--- config.mk ---
export PLATFORM = sky130hd
export DESIGN_NAME = cidr_allowlist_matcher_top
export DESIGN_NICKNAME = d
export VERILOG_FILES = /design/src/rtl/cidr_am_pkg.sv /design/src/rtl/cidr_allowlist_matcher_top.sv /design/src/rtl/cidr_am_ctrl.sv /design/src/rtl/cidr_am_dp.sv
export SDC_FILE = /design/constraint.sdc
export NUM_CORES = 2
export LEC_CHECK = 0
export ABC_CLOCK_PERIOD_IN_PS = 12750
export BUFFER_PORTS_ARGS = -buffer_cell sky130_fd_sc_hd__clkbuf_2
export CAP_MARGIN = 0
export CELL_PAD_IN_SITES_DETAIL_PLACEMENT = 1
export CELL_PAD_IN_SITES_GLOBAL_PLACEMENT = 2
export CORE_UTILIZATION = 46
export DETAILED_ROUTE_END_ITERATION = 7
export PLACE_DENSITY = 0.77
export SYNTH_ARGS = -nofsm -noshare
export SYNTH_HDL_FRONTEND = slang
export SYNTH_HIERARCHICAL = 1
export SYNTH_SLANG_ARGS = --single-unit
--- constraint.sdc ---
create_clock -name aclk -period 12.75 [get_ports aclk]
set_input_delay 0.6375 -clock aclk [delete_from_list [all_inputs] [get_ports aclk]]
set_output_delay 0.6375 -clock aclk [all_outputs]
set_load 0.01 [all_outputs]
--- src/rtl/cidr_am_pkg.sv ---
// ----------------------------------------------------------------------------
// cidr_am_pkg: shared types and constants of the CIDR allowlist matcher
// Table size, index widths, command and status codes, and the command/status
// bundles that pass between controller and datapath.
// ----------------------------------------------------------------------------
package cidr_am_pkg;

    localparam int MAX_RANGES = 16;
    localparam int IDX_W      = (MAX_RANGES > 1) ? $clog2(MAX_RANGES) : 1;
    localparam int CNT_W      = $clog2(MAX_RANGES + 1);

    localparam int ADDR_W = 64;
    localparam int PLEN_W = 8;

    localparam logic [PLEN_W-1:0] V4_MAX_PLEN = 8'd32;
    localparam logic [PLEN_W-1:0] V6_MAX_PLEN = 8'd128;

    // Item commands
    localparam logic CMD_ADD   = 1'b0;
    localparam logic CMD_CHECK = 1'b1;

    // Result status codes
    localparam logic [1:0] STATUS_OK       = 2'd0;
    localparam logic [1:0] STATUS_BAD_PLEN = 2'd1;
    localparam logic [1:0] STATUS_FULL     = 2'd2;

    // Controller to datapath
    typedef struct packed {
        logic load;    // capture the input beat
        logic scan;    // read the next table entry
        logic commit;  // form the result, perform the add
    } cmd_t;

    // Datapath to controller
    typedef struct packed {
        logic is_check;  // held item is a check
        logic empty;     // table holds no range
        logic rd_last;   // entry being read is the last stored one
    } sts_t;

endpackage

--- src/rtl/cidr_allowlist_matcher_top.sv ---
// ----------------------------------------------------------------------------
// cidr_allowlist_matcher_top: IPv4/IPv6 CIDR allowlist matcher
// Stores up to MAX_RANGES network ranges and checks addresses against them.
// ----------------------------------------------------------------------------
//
//  channel | direction | handshake         | payload
//  --------+-----------+-------------------+-----------------------------------
//  s_      | in        | s_valid / s_ready | command, is_ipv6, address_high,
//          |           |                   | address_low, pfx_len
//  m_      | out       | m_valid / m_ready | allowed, status
//
//  An add, or a check of an empty table, steps through idle, decide and finish;
//  a check of stored ranges also scans them between decide and finish, one range
//  per cycle through the single table read port, then drains the last read.
//  Synchronous active-low reset empties the table but never clears its entries.
//  A new beat is taken while the last result waits; a stalled result holds the
//  finish of the next item until it is taken.
//
module cidr_allowlist_matcher_top (
    input  logic                                  aclk,
    input  logic                                  aresetn,
    input  logic                                  s_valid,
    output logic                                  s_ready,
    input  logic                                  s_command,
    input  logic                                  s_is_ipv6,
    input  logic [cidr_am_pkg::ADDR_W-1:0]        s_address_high,
    input  logic [cidr_am_pkg::ADDR_W-1:0]        s_address_low,
    input  logic [cidr_am_pkg::PLEN_W-1:0]        s_pfx_len,
    output logic                                  m_valid,
    input  logic                                  m_ready,
    output logic                                  m_allowed,
    output logic [1:0]                            m_status
);

    // Command and status bundles between sequencer and datapath
    cidr_am_pkg::cmd_t cmd;
    cidr_am_pkg::sts_t sts;

    // Sequencer: capture, scan, hand-off; owns m_valid
    cidr_am_ctrl u_ctrl (
        .aclk    (aclk),
        .aresetn (aresetn),
        .s_valid (s_valid),
        .s_ready (s_ready),
        .m_valid (m_valid),
        .m_ready (m_ready),
        .sts     (sts),
        .cmd     (cmd)
    );

    // Datapath: held beat, range table, compare, result registers
    cidr_am_dp u_dp (
        .aclk            (aclk),
        .aresetn         (aresetn),
        .cmd             (cmd),
        .sts             (sts),
        .s_command       (s_command),
        .s_is_ipv6       (s_is_ipv6),
        .s_address_high  (s_address_high),
        .s_address_low   (s_address_low),
        .s_pfx_len       (s_pfx_len),
        .m_allowed       (m_allowed),
        .m_status        (m_status)
    );

`ifndef NO_ASSERTIONS
    // Only one item in work: an accepted beat closes the input side
    a_one_in_flight: assert property (@(posedge aclk) disable iff (!aresetn)
        (s_valid && s_ready) |=> !s_ready)
        else $error("input accepted while an item is in work");

    // A result never carries an undefined status code
    a_status_code: assert property (@(posedge aclk) disable iff (!aresetn)
        m_valid |-> (m_status == cidr_am_pkg::STATUS_OK ||
                     m_status == cidr_am_pkg::STATUS_BAD_PLEN ||
                     m_status == cidr_am_pkg::STATUS_FULL))
        else $error("result status code out of range");

    // Allowed is only ever reported with ok status
    a_allowed_ok: assert property (@(posedge aclk) disable iff (!aresetn)
        (m_valid && m_allowed) |-> (m_status == cidr_am_pkg::STATUS_OK))
        else $error("allowed result with error status");

    // No two control actions of the sequencer in one cycle
    a_cmd_onehot: assert property (@(posedge aclk) disable iff (!aresetn)
        $onehot0({cmd.load, cmd.scan, cmd.commit}))
        else $error("conflicting datapath commands");
`endif

endmodule

--- src/rtl/cidr_am_ctrl.sv ---
// ----------------------------------------------------------------------------
// cidr_am_ctrl: sequencing controller
// Steps each item through capture, table scan and result hand-off, and owns
// the result valid flag.
// ----------------------------------------------------------------------------
module cidr_am_ctrl (
    input  logic               aclk,
    input  logic               aresetn,
    input  logic               s_valid,
    output logic               s_ready,
    output logic               m_valid,
    input  logic               m_ready,
    input  cidr_am_pkg::sts_t  sts,
    output cidr_am_pkg::cmd_t  cmd
);

    localparam logic [2:0] ST_IDLE   = 3'd0;
    localparam logic [2:0] ST_DECIDE = 3'd1;
    localparam logic [2:0] ST_SCAN   = 3'd2;
    localparam logic [2:0] ST_DRAIN  = 3'd3;
    localparam logic [2:0] ST_FINISH = 3'd4;

    logic [2:0] state_reg, state_next;
    logic       m_valid_reg, m_valid_next;
    logic       out_free;

    assign out_free = !m_valid_reg || m_ready;
    assign s_ready  = (state_reg == ST_IDLE);
    assign m_valid  = m_valid_reg;

    always_comb begin
        state_next = state_reg;
        cmd        = '0;
        unique case (state_reg)
            ST_IDLE: begin
                if (s_valid) begin
                    cmd.load   = 1'b1;
                    state_next = ST_DECIDE;
                end
            end
            ST_DECIDE: begin
                if (sts.is_check && !sts.empty) begin
                    state_next = ST_SCAN;
                end else begin
                    state_next = ST_FINISH;
                end
            end
            ST_SCAN: begin
                cmd.scan = 1'b1;
                if (sts.rd_last) begin
                    state_next = ST_DRAIN;
                end
            end
            ST_DRAIN: begin
                state_next = ST_FINISH;
            end
            ST_FINISH: begin
                if (out_free) begin
                    cmd.commit = 1'b1;
                    state_next = ST_IDLE;
                end
            end
            default: begin
                state_next = ST_IDLE;
            end
        endcase
    end

    always_comb begin
        m_valid_next = m_valid_reg && !m_ready;
        if (cmd.commit) begin
            m_valid_next = 1'b1;
        end
    end

    always_ff @(posedge aclk) begin
        if (!aresetn) begin
            state_reg   <= ST_IDLE;
            m_valid_reg <= 1'b0;
        end else begin
            state_reg   <= state_next;
            m_valid_reg <= m_valid_next;
        end
    end

endmodule

--- src/rtl/cidr_am_dp.sv ---
// ----------------------------------------------------------------------------
// cidr_am_dp: datapath of the CIDR allowlist matcher
// Input capture, range table, one-entry-per-cycle compare and result
// registers.
// ----------------------------------------------------------------------------
module cidr_am_dp (
    input  logic                                  aclk,
    input  logic                                  aresetn,
    input  cidr_am_pkg::cmd_t                     cmd,
    output cidr_am_pkg::sts_t                     sts,
    input  logic                                  s_command,
    input  logic                                  s_is_ipv6,
    input  logic [cidr_am_pkg::ADDR_W-1:0]        s_address_high,
    input  logic [cidr_am_pkg::ADDR_W-1:0]        s_address_low,
    input  logic [cidr_am_pkg::PLEN_W-1:0]        s_pfx_len,
    output logic                                  m_allowed,
    output logic [1:0]                            m_status
);

    typedef struct packed {
        logic                                 v6;
        logic [2*cidr_am_pkg::ADDR_W-1:0]     net;
        logic [cidr_am_pkg::PLEN_W-1:0]       plen;
    } entry_t;

    // Leading-ones mask for a prefix; IPv4 uses the low 32 bits only
    function automatic logic [2*cidr_am_pkg::ADDR_W-1:0] net_mask(
        input logic                           v6,
        input logic [cidr_am_pkg::PLEN_W-1:0] plen
    );
        logic [2*cidr_am_pkg::ADDR_W-1:0] m;
        for (int k = 0; k < 2 * cidr_am_pkg::ADDR_W; k++) begin
            if (v6) begin
                m[k] = ((2 * cidr_am_pkg::ADDR_W - 1 - k) < int'(plen));
            end else begin
                m[k] = (k < int'(cidr_am_pkg::V4_MAX_PLEN)) &&
                       ((int'(cidr_am_pkg::V4_MAX_PLEN) - 1 - k) < int'(plen));
            end
        end
        return m;
    endfunction

    entry_t mem [cidr_am_pkg::MAX_RANGES];

    // Held input beat
    logic                              check_reg;
    logic                              v6_reg;
    logic [2*cidr_am_pkg::ADDR_W-1:0]  addr_reg;
    logic [cidr_am_pkg::PLEN_W-1:0]    plen_reg;

    // Scan and table control
    logic [cidr_am_pkg::CNT_W-1:0]     cnt_reg, cnt_next;
    logic [cidr_am_pkg::IDX_W-1:0]     idx_reg, idx_next;
    logic                              ent_vld_reg;
    logic                              hit_reg, hit_next;
    entry_t                            ent_reg;

    // Result registers
    logic                              allowed_reg;
    logic [1:0]                        status_reg;

    logic [2*cidr_am_pkg::ADDR_W-1:0]  add_mask;
    logic [2*cidr_am_pkg::ADDR_W-1:0]  ent_mask;
    logic                              ent_match;
    logic                              plen_bad;
    logic                              full;
    logic                              do_write;
    logic [1:0]                        add_status;
    entry_t                            wr_entry;

    assign add_mask  = net_mask(v6_reg, plen_reg);
    assign ent_mask  = net_mask(ent_reg.v6, ent_reg.plen);
    assign ent_match = (ent_reg.v6 == v6_reg) &&
                       (((addr_reg ^ ent_reg.net) & ent_mask) == '0);

    assign plen_bad = v6_reg ? (plen_reg > cidr_am_pkg::V6_MAX_PLEN)
                             : (plen_reg > cidr_am_pkg::V4_MAX_PLEN);
    assign full     = (cnt_reg == cidr_am_pkg::CNT_W'(cidr_am_pkg::MAX_RANGES));

    always_comb begin
        priority if (plen_bad) begin
            add_status = cidr_am_pkg::STATUS_BAD_PLEN;
        end else if (full) begin
            add_status = cidr_am_pkg::STATUS_FULL;
        end else begin
            add_status = cidr_am_pkg::STATUS_OK;
        end
    end

    assign do_write = cmd.commit && (check_reg == cidr_am_pkg::CMD_ADD) &&
                      (add_status == cidr_am_pkg::STATUS_OK);

    assign wr_entry.v6   = v6_reg;
    assign wr_entry.net  = addr_reg & add_mask;
    assign wr_entry.plen = plen_reg;

    assign sts.is_check = (check_reg == cidr_am_pkg::CMD_CHECK);
    assign sts.empty    = (cnt_reg == '0);
    assign sts.rd_last  = (cidr_am_pkg::CNT_W'(idx_reg) ==
                           cnt_reg - cidr_am_pkg::CNT_W'(1));

    always_comb begin
        cnt_next = cnt_reg;
        idx_next = idx_reg;
        hit_next = hit_reg;
        if (do_write) begin
            cnt_next = cnt_reg + cidr_am_pkg::CNT_W'(1);
        end
        if (cmd.load) begin
            idx_next = '0;
            hit_next = 1'b0;
        end else begin
            if (cmd.scan) begin
                idx_next = idx_reg + cidr_am_pkg::IDX_W'(1);
            end
            if (ent_vld_reg && ent_match) begin
                hit_next = 1'b1;
            end
        end
    end

    always_ff @(posedge aclk) begin
        if (!aresetn) begin
            cnt_reg     <= '0;
            idx_reg     <= '0;
            ent_vld_reg <= 1'b0;
            hit_reg     <= 1'b0;
        end else begin
            cnt_reg     <= cnt_next;
            idx_reg     <= idx_next;
            ent_vld_reg <= cmd.scan;
            hit_reg     <= hit_next;
        end
    end

    // Table: one write port, one registered read port
    always_ff @(posedge aclk) begin
        if (do_write) begin
            mem[cnt_reg[cidr_am_pkg::IDX_W-1:0]] <= wr_entry;
        end
        if (cmd.scan) begin
            ent_reg <= mem[idx_reg];
        end
    end

    // Input capture; drop the upper bits of an IPv4 address
    always_ff @(posedge aclk) begin
        if (cmd.load) begin
            check_reg <= s_command;
            v6_reg    <= s_is_ipv6;
            plen_reg  <= s_pfx_len;
            if (s_is_ipv6) begin
                addr_reg <= {s_address_high, s_address_low};
            end else begin
                addr_reg <= {{(2 * cidr_am_pkg::ADDR_W - 32){1'b0}}, s_address_low[31:0]};
            end
        end
    end

    always_ff @(posedge aclk) begin
        if (cmd.commit) begin
            if (check_reg == cidr_am_pkg::CMD_CHECK) begin
                allowed_reg <= sts.empty || hit_reg;
                status_reg  <= cidr_am_pkg::STATUS_OK;
            end else begin
                allowed_reg <= 1'b0;
                status_reg  <= add_status;
            end
        end
    end

    assign m_allowed = allowed_reg;
    assign m_status  = status_reg;

endmodule

==> key figures <==
Run status
  – Status: completed

Yosys
  – Syn nets: approximately 4600
  – Cells after Synth: 4412
  – Sequential-to-total area share from yosys stat: between 70% and 80%
  – Post-synth EDFFs: between 2000 and 2500
  – Area leader, netlist: edfxtp_1
  – Synth Register Bits: about 2500
  – Ys flop type: edfxtp_1
  – Area share of the largest cell type after synthesis: around three quarters
  – Synth top area cells: edfxtp_1 77%, mux4_2 15%, and2_1 0.76%
  – Post-Syn Area per Cell: ~22 um^2
  – Synth warn: 6
  – Number of library cell types mapped by synthesis: 81
  – Mapped cell area: 96800 um^2
  – Ys async rst share: 0%

Cells and area
  – Share of layout cells above drive strength 1: 26.7%
  – Flip-flop count of the largest register after layout: between 2000 and 2500
  – Area of the multi-input gates: 21500 um^2
  – Nets: 4906
  – Filler cells: roughly 18000
  – Syn-to-layout area delta: 13.4%
  – FF/Latch Area: 74500 um^2
  – Final Non-Filler Cells: 7755

Floorplan
  – Core Area: around 210000 um^2
  – Row cnt: 167
  – Die ar.: 212000 um^2
  – # IOs: between 100 and 150
  – Chip Height: 461 um
  – Die Width: ~460 um
  – Initial Util: between 40% and 50%

Routing
  – 1st-pass router iterations: 6
  – Detailed-route DRC error count: 0
  – Routed met3 length: 23500 um
  – Vias per cell: about 6.2
  – Routed wl met2: around 130000 um
  – Via Count: between 40000 and 50000
  – WL met1: ~110000 um
  – Post-detailed-route count of antenna-violating nets: 0
  – Total wire length: ~280000 um
  – Iter 0 DRT Violations: ~7000
  – Top sig layer: met5
  – WL per Instance: approximately 36 um

Hold path
  – WHS Path Cells: 2
  – Hold Path Class: in -> reg

Timing
  – Setup TNS: 0 ns
  – Fin crit share: a little over two fifths
  – RSZ-0062 raised after global routing: no
  – Clk_skew: approximately 0.040 ns
  – Worst setup margin: 7.27 ns
  – Hold slack: between 0.05 and 0.06 ns
  – Max-slew violation count: 0
  – Final Hold Viols: 0
  – Setup violations, final: 0
  – Worst slew pin tran: roughly 1.4 ns
  – Achievable clock frequency: approximately 0.18 GHz
  – Minimum clock period: between 5 and 6 ns
  – Max_slew headroom: 7.94%

Clock tree
  – Max H-tree Level: 4
  – TritonCTS Buffers: 239
  – Post-cts resize count: 0
  – Worst-path clk slew: 0.06 ns
  – CTS sink cnt: between 2000 and 2500
  – TritonCTS clock tree: built
  – Root buf cell: clkbuf_16
  – CTS Buffer Depth: 3
  – Later-pin clock latency in the skew report: approximately 0.90 ns

Place
  – Pre-CTS WS: around 7.3 ns
  – Inst Count DP: 7231
  – Number of buffers added on ports: around 150
  – Post-DP HPWL: 161000 um
  – Gpl congestion: approximately 0.96

Global route
  – Overflow after GRT: 0
  – Initial antenna violation count: 14
  – Vias in the first global route: roughly 50000
  – Total global-route track usage: 26.5%
  – First-pass GRT wire length: 389000 um
  – Largest net degree at the start of global routing: approximately 150

Setup path
  – Required @ worst endpoint: between 10 and 15 ns
  – CP Max Fanout: 39
  – Startpoint Class: register
  – Worst Path Arrival: ~6.0 ns
  – Crit Path Class: reg -> reg
  – CP Capture Type: register
  – R2R cell count: 7

Pwr
  – Max IR drop VDD: between 0.1 and 0.15 mV
  – PD cells: roughly 150 nW/um^2
  – Leak: 33.7 nW
  – Power, Total: 0.0166 W

Job
  – Max cap viols: 0
-- cell usage in the layout, fill, tap and decap left out, types with 6 or more instances in the layout --
cell type	instances
edfxtp_1	2470
mux4_2	662
clkbuf_16	243
clkbuf_2	145
a21oi_1	141
nand2_1	123
buf_4	116
and2_1	114
o21ai_0	87
xor2_1	77
dlygate4sd3_1	72
xnor2_1	63
clkbuf_1	56
clkinv_1	55
and3_1	52
clkinv_2	41
nor2_1	41
nor2b_1	31
mux2i_1	27
a211oi_1	27
o21a_1	23
bufinv_16	21
clkinvlp_4	15
nand3_1	15
a31oi_1	15
nor2_4	12
nor3_1	11
dfxtp_1	11
inv_1	11
nand4_1	11
buf_12	11
nand2b_1	8
nor4_1	8
clkinv_4	6
nor3_2	6
ha_1	6
-- synthesized netlist by cell type, types with 3 or more instances --
library cell	count
a21o_1	3
buf_6	3
a31oi_1	15
mux4_2	662
inv_1	11
nand3_1	16
o21ai_1	7
ha_1	6
buf_2	24
a211oi_1	27
mux2i_1	27
or3_1	5
nor2b_1	31
nor4_1	9
buf_1	43
a41oi_1	3
a221oi_1	3
edfxtp_1	2470
o211ai_1	5
o22ai_1	5
nor3b_1	4
nor2_1	54
a2111oi_0	4
xor2_1	77
a31o_2	3
nand4_1	11
nor3_1	18
o31ai_1	3
a22oi_1	4
xnor2_1	63
and2_1	117
nand2b_1	8
a21oi_1	144
dfxtp_1	15
or4_1	3
o21ai_0	87
and3_1	52
nand2_1	123
clkbuf_1	168
o21a_1	23
o311ai_0	4
-- timing repair --
action,in CTS,in global routing
buffers inserted,0,0
endpoints found under the setup margin,0,0
hold buffers,72,0
hold endpoints to repair,72,0
-- worst max-delay path: stages, from the launching register on --
cell       delay [ns]
edfxtp_1         0.77
nor4_2           0.61
a21oi_1          0.33
a2111oi_4        0.65
nand2_1          0.37
nor2_4           0.89
buf_4            0.57
buf_4            0.78
-- per-layer routing --
metal | up-vias | global-route usage, %
met2 | 2560 | 41.6
met1 | 26300 | 37.1
met3 | 462 | 4.55
met4 | 6 | 11.1
met5 | - | 0
li1 | 19200 | -
-- area by class of cell --
class                   instances  share of cell area [%]
well taps                    2788                    3.18
repair buffers                344                    2.31
inverters                      12                  0.0410
clock inverters               148                    1.26
diodes                          2                 0.00456
flip-flops and latches       2485                    67.9
clock buffers                 300                    5.75
multi-input cells            1676                    19.6
-- power by group --
part	switching [W]	internal (W)	total, W
Combinational	0.000382	0.000103	0.000485
Sequential	0.0000508	0.00907	0.00912
Clock	0.00306	0.00392	0.00699
Total	0.00350	0.0131	0.0166
-- worst paths after layout --
path / to / slack [ns] / from
worst max-delay path: u_dp/mem[10][117]$_DFFE_PP_ / 7.27 / u_dp/plen_reg[1]$_DFFE_PP_
worst min-delay path: u_dp/addr_reg[45]$_SDFFCE_PN0P_ / 0.06 / s_address_low[45]
worst max register to register: u_dp/mem[10][117]$_DFFE_PP_ / 7.27 / u_dp/plen_reg[1]$_DFFE_PP_
worst min register to register: u_ctrl/state_reg[0]$_SDFFE_PN0P_ / 0.55 / u_ctrl/state_reg[2]$_SDFFE_PN0P_
-- through the flow --
step           utilization [%]  instance area, um^2
2_1_floorplan                -                96800
3_3_place_gp              48.7               101000
3_5_place_dp              48.7               101000
4_1_cts                   52.7               110000
5_1_grt                   52.7               110000
6_report                  52.7               110000
-- kinds of logic after synthesis --
group,synth area share [%]
compound gates,2.28
flops,77.0
fa+ha+maj,0.0879
simple gates,2.67
mux,15.7
xor+xnor,1.27
buf+inv,1.03
Power figures use the tool's default switching activity.
